[src/sfl_pkg.sv]
// Shared constants, codes and controller/datapath types of the stereo freeze looper.
package sfl_pkg;

    localparam int MAX_WINDOW  = 262144;
    localparam int ADDR_W      = $clog2(MAX_WINDOW);
    localparam int SAMPLE_BITS = 16;
    localparam int FRAC_BITS   = 8;
    localparam int POS_W       = ADDR_W + FRAC_BITS;
    localparam int MIX_FRAC    = 15;
    localparam int MIX_W       = 16;
    localparam int RATE_W      = 10;
    localparam int CFG_W       = 18;
    localparam int CFG_IDX_W   = 2;

    localparam logic [MIX_W-1:0]  MIX_ONE    = MIX_W'(1 << MIX_FRAC);
    localparam logic [MIX_W-1:0]  MIX_RESET  = MIX_W'(16384);
    localparam logic [RATE_W-1:0] RATE_MIN   = RATE_W'(64);
    localparam logic [RATE_W-1:0] RATE_MAX   = RATE_W'(512);
    localparam logic [RATE_W-1:0] RATE_RESET = RATE_W'(256);
    localparam logic [ADDR_W-1:0] WIN_RESET  = ADDR_W'(24000);

    // Arithmetic widths of the interpolate and mix lanes.
    localparam int DIFF_W   = SAMPLE_BITS + 1;
    localparam int PROD_W   = DIFF_W + FRAC_BITS + 1;
    localparam int INTERP_W = PROD_W + 1;
    localparam int MIXC_W   = MIX_W + 1;
    localparam int WET_W    = INTERP_W + MIXC_W;
    localparam int DRY_W    = SAMPLE_BITS + MIXC_W;
    localparam int TOT_W    = WET_W + 1;
    localparam int SHIFT    = MIX_FRAC + FRAC_BITS;

    typedef enum logic [CFG_IDX_W-1:0] {
        CFG_ENABLE = 2'd0,
        CFG_WINDOW = 2'd1,
        CFG_RATE   = 2'd2,
        CFG_MIX    = 2'd3
    } cfg_reg_t;

    typedef enum logic [2:0] {
        ST_IDLE,
        ST_READ,
        ST_MUL1,
        ST_MUL2,
        ST_DONE
    } sfl_state_t;

    typedef struct packed {
        logic take;
        logic rd_next;
        logic mul1;
        logic mul2;
        logic finish;
    } sfl_cmd_t;

    typedef struct packed {
        logic play;
        logic out_free;
    } sfl_stat_t;

endpackage

[src/sfl_ctrl.sv]
// Sequencing state machine of the stereo freeze looper.
module sfl_ctrl
    import sfl_pkg::*;
(
    input  logic      aclk,
    input  logic      aresetn,
    input  logic      s_valid,
    output logic      s_ready,
    input  sfl_stat_t stat,
    output sfl_cmd_t  cmd
);

    sfl_state_t state_reg;
    sfl_state_t state_next;

    always_ff @(posedge aclk) begin
        if (!aresetn) begin
            state_reg <= ST_IDLE;
        end else begin
            state_reg <= state_next;
        end
    end

    always_comb begin
        state_next = state_reg;
        cmd        = '0;
        s_ready    = 1'b0;
        unique case (state_reg)
            ST_IDLE: begin
                s_ready = 1'b1;
                if (s_valid) begin
                    cmd.take   = 1'b1;
                    state_next = stat.play ? ST_READ : ST_DONE;
                end
            end
            ST_READ: begin
                cmd.rd_next = 1'b1;
                state_next  = ST_MUL1;
            end
            ST_MUL1: begin
                cmd.mul1   = 1'b1;
                state_next = ST_MUL2;
            end
            ST_MUL2: begin
                cmd.mul2   = 1'b1;
                state_next = ST_DONE;
            end
            ST_DONE: begin
                // Hold the result back until the output register can take it.
                if (stat.out_free) begin
                    cmd.finish = 1'b1;
                    state_next = ST_IDLE;
                end
            end
            default: begin
                state_next = ST_IDLE;
            end
        endcase
    end

endmodule

[config.mk]
export PLATFORM = sky130hd
export DESIGN_NAME = sfl_ctrl
export DESIGN_NICKNAME = d
export VERILOG_FILES = /design/src/sfl_pkg.sv /design/src/sfl_ctrl.sv
export SDC_FILE = /design/constraint.sdc
export NUM_CORES = 1
export LEC_CHECK = 0
export BUFFER_PORTS_ARGS = -buffer_cell sky130_fd_sc_hd__buf_2
export CAP_MARGIN = 20
export CORE_AREA = 2 2 39 41
export CTS_BUF_LIST = sky130_fd_sc_hd__clkbuf_4 sky130_fd_sc_hd__clkbuf_8
export DETAILED_ROUTE_END_ITERATION = 8
export DIE_AREA = 0 0 41 43
export RECOVER_POWER = 50
export SYNTH_ARGS = -nofsm -noshare
export SYNTH_HDL_FRONTEND = slang
export SYNTH_SLANG_ARGS = --single-unit
[constraint.sdc]
create_clock -name aclk -period 1.37 [get_ports aclk]
set_input_delay 0.137 -clock aclk [delete_from_list [all_inputs] [get_ports aclk]]
set_output_delay 0.137 -clock aclk [all_outputs]
set_load 0.005 [all_outputs]
Yosys cells after proc, flatten, opt, wreduce, memory -nomap -nowiden
Cells that the tools add are included.

storage, ports and cells
  output and inout port bits = 6
  flip-flop bits (word level) = 3

cells by class
  reductions and logical operators = 2
  eq/ne operators = 6
  mux-type cells = 12

operator list
  cell                                                              number
  3-bit case mux with 5 select lines                                1
  3-bit 2-to-1 mux                                                  3
  1-bit 2-to-1 mux                                                  8
  3-bit by 2-bit == test with 1-bit output (second input constant)  2
  2-bit != test (second input constant)                             2
  3-bit by 1-bit == test with 1-bit output (second input constant)  1
  3-bit == test (second input constant)                             1
  3-bit zero test                                                   1
  2-bit AND reduction                                               1

Longest topological paths before layout
Gate-level depths: netlist of the first run.

  word-level depth = 3
  gate-level depth with buffers = 3
  gate-level depth less buffers = 3

Worst setup path before layout of the first run
OpenSTA, ideal clock, no wires.

  path type = reg2reg
  start point = register state_reg[2]
  end point = register state_reg[2]
  data arrival time = 1.045 ns
  path buffers = 0
  library setup time = 0.058 ns
  stages on the path, launching flop included = 4
  setup slack = 0.268 ns
  data required time = 1.312 ns
  cells stage by stage = dfxtp_1 -> or3b_1 -> a211oi_1 -> o21a_1

between the ends
  longest elaborated chain between the ends = 3

RTL lines
  element                                                  line            text
  start, declared                                          sfl_ctrl.sv:13  sfl_state_t state_reg;
  start signal, assigned                                   sfl_ctrl.sv:20  state_reg <= state_next;
  3-bit == test / 3-bit zero test (equally long branches)  sfl_ctrl.sv:28  unique case (state_reg)
  2-bit != test (no source line)                           --
  2-bit AND reduction (no source line)                     --

Several ways; a longest one is shown, not always the timed one.
A chain may end at the register's enable or synchronous reset.

==> flow_metrics.py, run 1 <==
metrics = {
    "clock_network": {
        "cts_tree": "done",
        "cts-buffers-inserted": 3,
        "h-tree-depth": 1,
        "clk_path_buf_depth": 2,
        "cts_sinks": 3,
        "clk_latency_ns": 0.24,
        "cts-root-buf": "clkbuf_4",
        "cts_hold_buf": 0,
        "post_cts_buffers": 0,
        "post_cts_resized": 0,
        "clk_pin_slew_ns": 0.04,
    },
    "setup_path": {
        "start_kind": "flop",
        "worstReg2RegEnd": "state_reg[2]$_SDFFE_PN0P_",
        "cp.required_ns": 1.23,
        "cp_max_fo": 7,
        "worstRegToRegCells": 3,
        "crit_arrival_ns": 1.08,
        "worstReg2RegStart": "state_reg[2]$_SDFFE_PN0P_",
        "reg2reg_setup_slack_ns": 0.20,
        "setup.worst_path.class": "flop to output pin",
        "cp-end-kind": "output pin",
    },
    "yosys": {
        "ys.flop_type": "dfxtp_1",
        "yosys_register_bits": 3,
        "netlist_instances": 18,
        "yosys_warnings": 0,
        "synth-seq-area-share_pct": 38.7,
        "synth_fa_ha_area_share_pct": 0,
        "synthesis.nets": 23,
        "yosys.area_share.xor_xnor_pct": 0,
        "synthMuxAreaShare_pct": 0,
        "synth_commonest_cells": "dfxtp_1 (3), nand2_1 (2), nor3_1 (2), nor3b_1 (2), o21a_1 (2)",
        "yosys.area_share.simple_pct": 43.5,
        "synth_edf_count": 0,
        "yosysTopAreaCell": "dfxtp_1",
        "synth_area_um2": 155,
        "synth_top_family_by_area": "simple AND/OR/NAND/NOR gates",
        "synth_top_area_share_pct": 38.7,
        "synth.area.top_cells": "dfxtp_1 (39%), nor3b_1 (9.7%), o21a_1 (9.7%), nor3_1 (6.5%), nor4b_1 (5.6%)",
        "synth_cell_type_count": 12,
        "postSynth.asyncResetShare_pct": 0,
        "syn_avg_cell_area_um2": 8.62,
        "synth_most_common_cell": "dfxtp_1",
        "synth_compound_area_share_pct": 17.7,
    },
    "global_route": {
        "grt_max_degree": 9,
        "grt_pass1_wl_um": 565,
        "grtUsageTotal_pct": 5.92,
        "grt_pass1_vias": 171,
        "grt_overflow": 0,
        "antenna_found_initial": 0,
    },
    "sta": {
        "fmax_ghz": 0.819,
        "min_period_ns": 1.22,
        "hold_viol": 0,
        "fin_skew_ns": 0.00483,
        "setup_violations": 0,
        "slew_headroom_pct": 84.1,
        "fin_crit_sh_pct": 89.1,
        "finalSetupTns_ns": 0,
        "finalMaxSlewViolations": 0,
        "rsz0062_at_grt": "false",
        "tightest_slew_ns": 0.238,
    },
    "route": {
        "routed_via_density": 3.77,
        "first_pass_iters": 1,
        "drc": 0,
        "ant_nets": 0,
        "drt-initial-drc-count": 0,
        "finalWirelength_um": 410,
        "routedWlPerCell_um": 8.54,
        "dr_total_vias": 181,
    },
    "pwr": {
        "ir_drop_mv": 0.210,
        "leakage_nw": 0.110,
        "power.density_nw_per_um2": 1290,
    },
    "floorplan": {
        "die-area_um2": 1760,
        "die_w_um": 41,
        "row_count": 14,
        "core-area_um2": 1380,
        "io_pins": 11,
        "die_h_um": 43,
        "start_util_pct": 11.2,
    },
    "worst_hold_path": {
        "hold_class": "input pin to flop",
        "hold_start": "aresetn",
        "hold_depth": 2,
        "hold_end": "state_reg[2]$_SDFFE_PN0P_",
    },
    "cells_and_area": {
        "multi_input_area_um2": 95.1,
        "fin_area_um2": 253,
        "final_layout_size_suffix_gt1_share_pct": 37.5,
        "n_antenna_cell": 0,
        "area_delta_synth_final_pct": 62.9,
        "seqCellArea_um2": 60.1,
        "nNetsFinal": 38,
        "n_fill_cell": 170,
        "largest_register_ffs": 3,
    },
    "placed_design": {
        "port-buffer-count": 10,
        "place_area_um2": 225,
        "routabilityCongestion": 0.523,
    },
    "run": {
        "cap_violations": 0,
    },
    "run_status": {
        "status": "finished clean",
    },
}
## logic make-up (layout without fill, tap and decap cells)
family	after synthesis	in the layout
AO/OA/AOI/OAI	4	4
flip-flops	3	3
AND/OR/NAND/NOR	11	11
buffers and inverters	0	14
## how the worst max path moves through the flow
stage / startpoint / to / cells after the start
after floorplan: state_reg[2]$_SDFFE_PN0P_ / state_reg[2]$_SDFFE_PN0P_ / 3
after CTS: state_reg[1]$_SDFFE_PN0P_ / cmd[2] / 2
after global routing: state_reg[1]$_SDFFE_PN0P_ / cmd[2] / 2
after detailed placement: state_reg[2]$_SDFFE_PN0P_ / state_reg[2]$_SDFFE_PN0P_ / 3
final: state_reg[0]$_SDFFE_PN0P_ / cmd[3] / 2
after global placement: state_reg[2]$_SDFFE_PN0P_ / state_reg[2]$_SDFFE_PN0P_ / 3
## stage by stage
step           hold slack, ns  power [W]  worst slack, ns  util, %  std cells
3_5_place_dp            0.377   0.000153            0.202     16.3         44
3_3_place_gp            0.378   0.000152            0.215     16.3         44
2_1_floorplan           0.255   0.000128            0.268        -         18
4_1_cts                 0.130   0.000338            0.121     18.4         48
5_1_grt                 0.143   0.000347           0.0742     18.3         48
6_report                0.139   0.000326            0.149     18.3         48
## layout by cell type, fill, tap and decap left out
cell type,synthesis,layout
o21a_1,2,2
a21oi_1,1,1
nand2_1,2,2
nor2_1,1,1
or2b_1,1,1
nor3b_1,2,2
and2_1,1,1
buf_2,0,8
nor3_1,2,2
dfxtp_1,3,3
clkbuf_4,0,4
or3b_1,1,1
nor4b_1,1,1
a211oi_1,1,1
clkbuf_1,0,2
## worst max-delay path, stage by stage, from the launching register on
cell and delay, ns:
dfxtp_1 0.42, nor3b_1 0.26, buf_2 0.16
## power by group
group          total [W]  internal (W)  switching (W)
clock network   0.000177      0.000129      0.0000483
logic          0.0000440     0.0000256      0.0000184
registers       0.000105     0.0000943      0.0000109
## layer usage
| layer | global-route usage, % | wire [µm] | vias up |
|---|---|---|---|
| li1 | - | - | 94 |
| met1 | 3.53 | 139 | 82 |
| met2 | 7.50 | 224 | 5 |
| met3 | 6.28 | 47 | 0 |
| met4 | 8.00 | 0 | 0 |
| met5 | 0 | 0 | - |
## area by class of cell
cell class | count | area share, %
clock buffer | 4 | 11.9
multi-input combinational | 15 | 37.6
sequential | 3 | 23.8
tap | 16 | 7.92
timing repair buffer | 10 | 18.8
Power figures use the tool's default switching activity.
==> run 2: changes to the inputs <==
BUFFER_PORTS_ARGS = -buffer_cell sky130_fd_sc_hd__buf_4   (was -buffer_cell sky130_fd_sc_hd__buf_2)
PLACE_DENSITY = 0.3   (was default)
==> flow_metrics.py, run 2 (synthesized netlist as in run 1, its figures left out) <==
metrics = {
    "cells_and_area": {
        "n_fill_cell": 159,
        "final_cell_mix": "buf_4 (9), clkbuf_4 (5), dfxtp_1 (3)",
        "area_delta_synth_final_pct": 80.6,
        "multi_input_area_um2": 95.1,
        "final_common_cell": "buf_4",
        "final_layout_size_suffix_gt1_share_pct": 43.8,
        "n_antenna_cell": 0,
        "seqCellArea_um2": 60.1,
        "largest_register_ffs": 3,
        "final_core_util_pct": 20.3,
        "nNetsFinal": 38,
    },
    "run": {
        "cap_violations": 0,
    },
    "route": {
        "drc": 0,
        "ant_nets": 0,
        "routedWlPerCell_um": 9.67,
        "wl_met1_um": 210,
        "routed_via_density": 3.98,
        "dr_total_vias": 191,
        "highest_layer": "met3",
        "wl_met2_um": 175,
        "finalWirelength_um": 464,
        "drt-initial-drc-count": 0,
        "first_pass_iters": 1,
        "dr_wl_met3_um": 77,
    },
    "setup_path": {
        "reg2reg_setup_slack_ns": 0.17,
        "crit_arrival_ns": 1.14,
        "worstRegToRegCells": 3,
        "setup.worst_path.class": "flop to output pin",
        "cp.required_ns": 1.23,
        "worstReg2RegStart": "state_reg[2]$_SDFFE_PN0P_",
        "cp_max_fo": 7,
        "cp-end-kind": "output pin",
        "start_kind": "flop",
        "worstReg2RegEnd": "state_reg[2]$_SDFFE_PN0P_",
    },
    "sta": {
        "min_period_ns": 1.28,
        "fin_skew_ns": 0.00483,
        "holdWs_ns": 0.131,
        "fmax_ghz": 0.780,
        "tightest_slew_ns": 0.292,
        "setup_violations": 0,
        "finalSetupTns_ns": 0,
        "fin_crit_sh_pct": 93.5,
        "rsz0062_at_grt": "false",
        "slew_headroom_pct": 80.5,
        "hold_viol": 0,
        "finalMaxSlewViolations": 0,
    },
    "clock_network": {
        "clk_path_buf_depth": 2,
        "post_cts_resized": 0,
        "cts-root-buf": "clkbuf_4",
        "cts_tree": "done",
        "h-tree-depth": 1,
        "clk_latency_ns": 0.23,
        "post_cts_buffers": 0,
        "clk_pin_slew_ns": 0.04,
        "cts_sinks": 3,
        "cts_hold_buf": 0,
        "cts-buffers-inserted": 3,
    },
    "worst_hold_path": {
        "hold_end": "state_reg[2]$_SDFFE_PN0P_",
        "hold_depth": 2,
        "hold_class": "input pin to flop",
        "hold_start": "aresetn",
    },
    "floorplan": {
        "core-area_um2": 1380,
        "row_count": 14,
        "die_w_um": 41,
        "die-area_um2": 1760,
        "io_pins": 11,
        "start_util_pct": 11.2,
        "die_h_um": 43,
    },
    "pwr": {
        "clockPowerShare_pct": 51.8,
        "ir_drop_mv": 0.262,
        "power.density_nw_per_um2": 1210,
        "internal_power_w": 0.000260,
        "p_comb_share_pct": 16.9,
        "leakage_nw": 0.121,
        "pwr-share-seq_pct": 31.3,
        "swShare_pct": 22.9,
        "p_sw_w": 0.0000775,
    },
    "run_status": {
        "status": "finished clean",
    },
    "global_route": {
        "antenna_found_initial": 0,
        "grt_pass1_wl_um": 696,
        "grtUsageTotal_pct": 6.12,
        "grt_max_degree": 9,
        "grt_overflow": 0,
        "grt_pass1_vias": 179,
    },
    "placed_design": {
        "port-buffer-count": 10,
        "routabilityCongestion": 0.576,
    },
}
-- run 2: worst max-delay path by stage --
stage | endpoint | slack [ns] | from
floorplan | state_reg[2]$_SDFFE_PN0P_ | 0.27 | state_reg[2]$_SDFFE_PN0P_
global placement | state_reg[2]$_SDFFE_PN0P_ | 0.19 | state_reg[2]$_SDFFE_PN0P_
detailed placement | state_reg[2]$_SDFFE_PN0P_ | 0.19 | state_reg[2]$_SDFFE_PN0P_
CTS | cmd[3] | 0.08 | state_reg[0]$_SDFFE_PN0P_
global route | cmd[3] | 0.005 | state_reg[0]$_SDFFE_PN0P_
finish | cmd[3] | 0.09 | state_reg[0]$_SDFFE_PN0P_
-- run 2: power groups by stage --
stage / registers (W) / logic [W] / clock network (W)
2_1_floorplan: 0.000104 / 0.0000240 / 0
3_3_place_gp: 0.000107 / 0.0000580 / 0
3_5_place_dp: 0.000107 / 0.0000577 / 0
4_1_cts: 0.000106 / 0.0000580 / 0.000184
5_1_grt: 0.000108 / 0.0000645 / 0.000192
6_report: 0.000106 / 0.0000571 / 0.000175
-- run 2: metal layers --
layer | global-route usage (%) | up-vias
li1 | - | 95
met1 | 6.43 | 85
met2 | 7.81 | 11
met3 | 3.66 | 0
met4 | 6.00 | 0
met5 | 0 | -
-- run 2: cell type report --
cell class                      count  share of cell area (%)
Clock buffer                        4                    10.7
Multi-Input combinational cell     15                    33.9
Sequential cell                     3                    21.4
Tap cell                           16                    7.14
Timing Repair Buffer               10                    26.8
-- run 2: worst max-delay path, stage by stage (launching register included) --
cell     delay [ns]
dfxtp_1        0.43
nor3b_1        0.32
buf_4          0.17
-- run 2: metrics by stage --
stage          total power [W]  cell area [µm²]  setup WS [ns]  instances
6_report              0.000338              280         0.0887         48
3_5_place_dp          0.000165              250          0.186         44
3_3_place_gp          0.000165              250          0.192         44
2_1_floorplan         0.000128              155          0.268         18
4_1_cts               0.000348              280         0.0754         48
5_1_grt               0.000364              280        0.00484         48
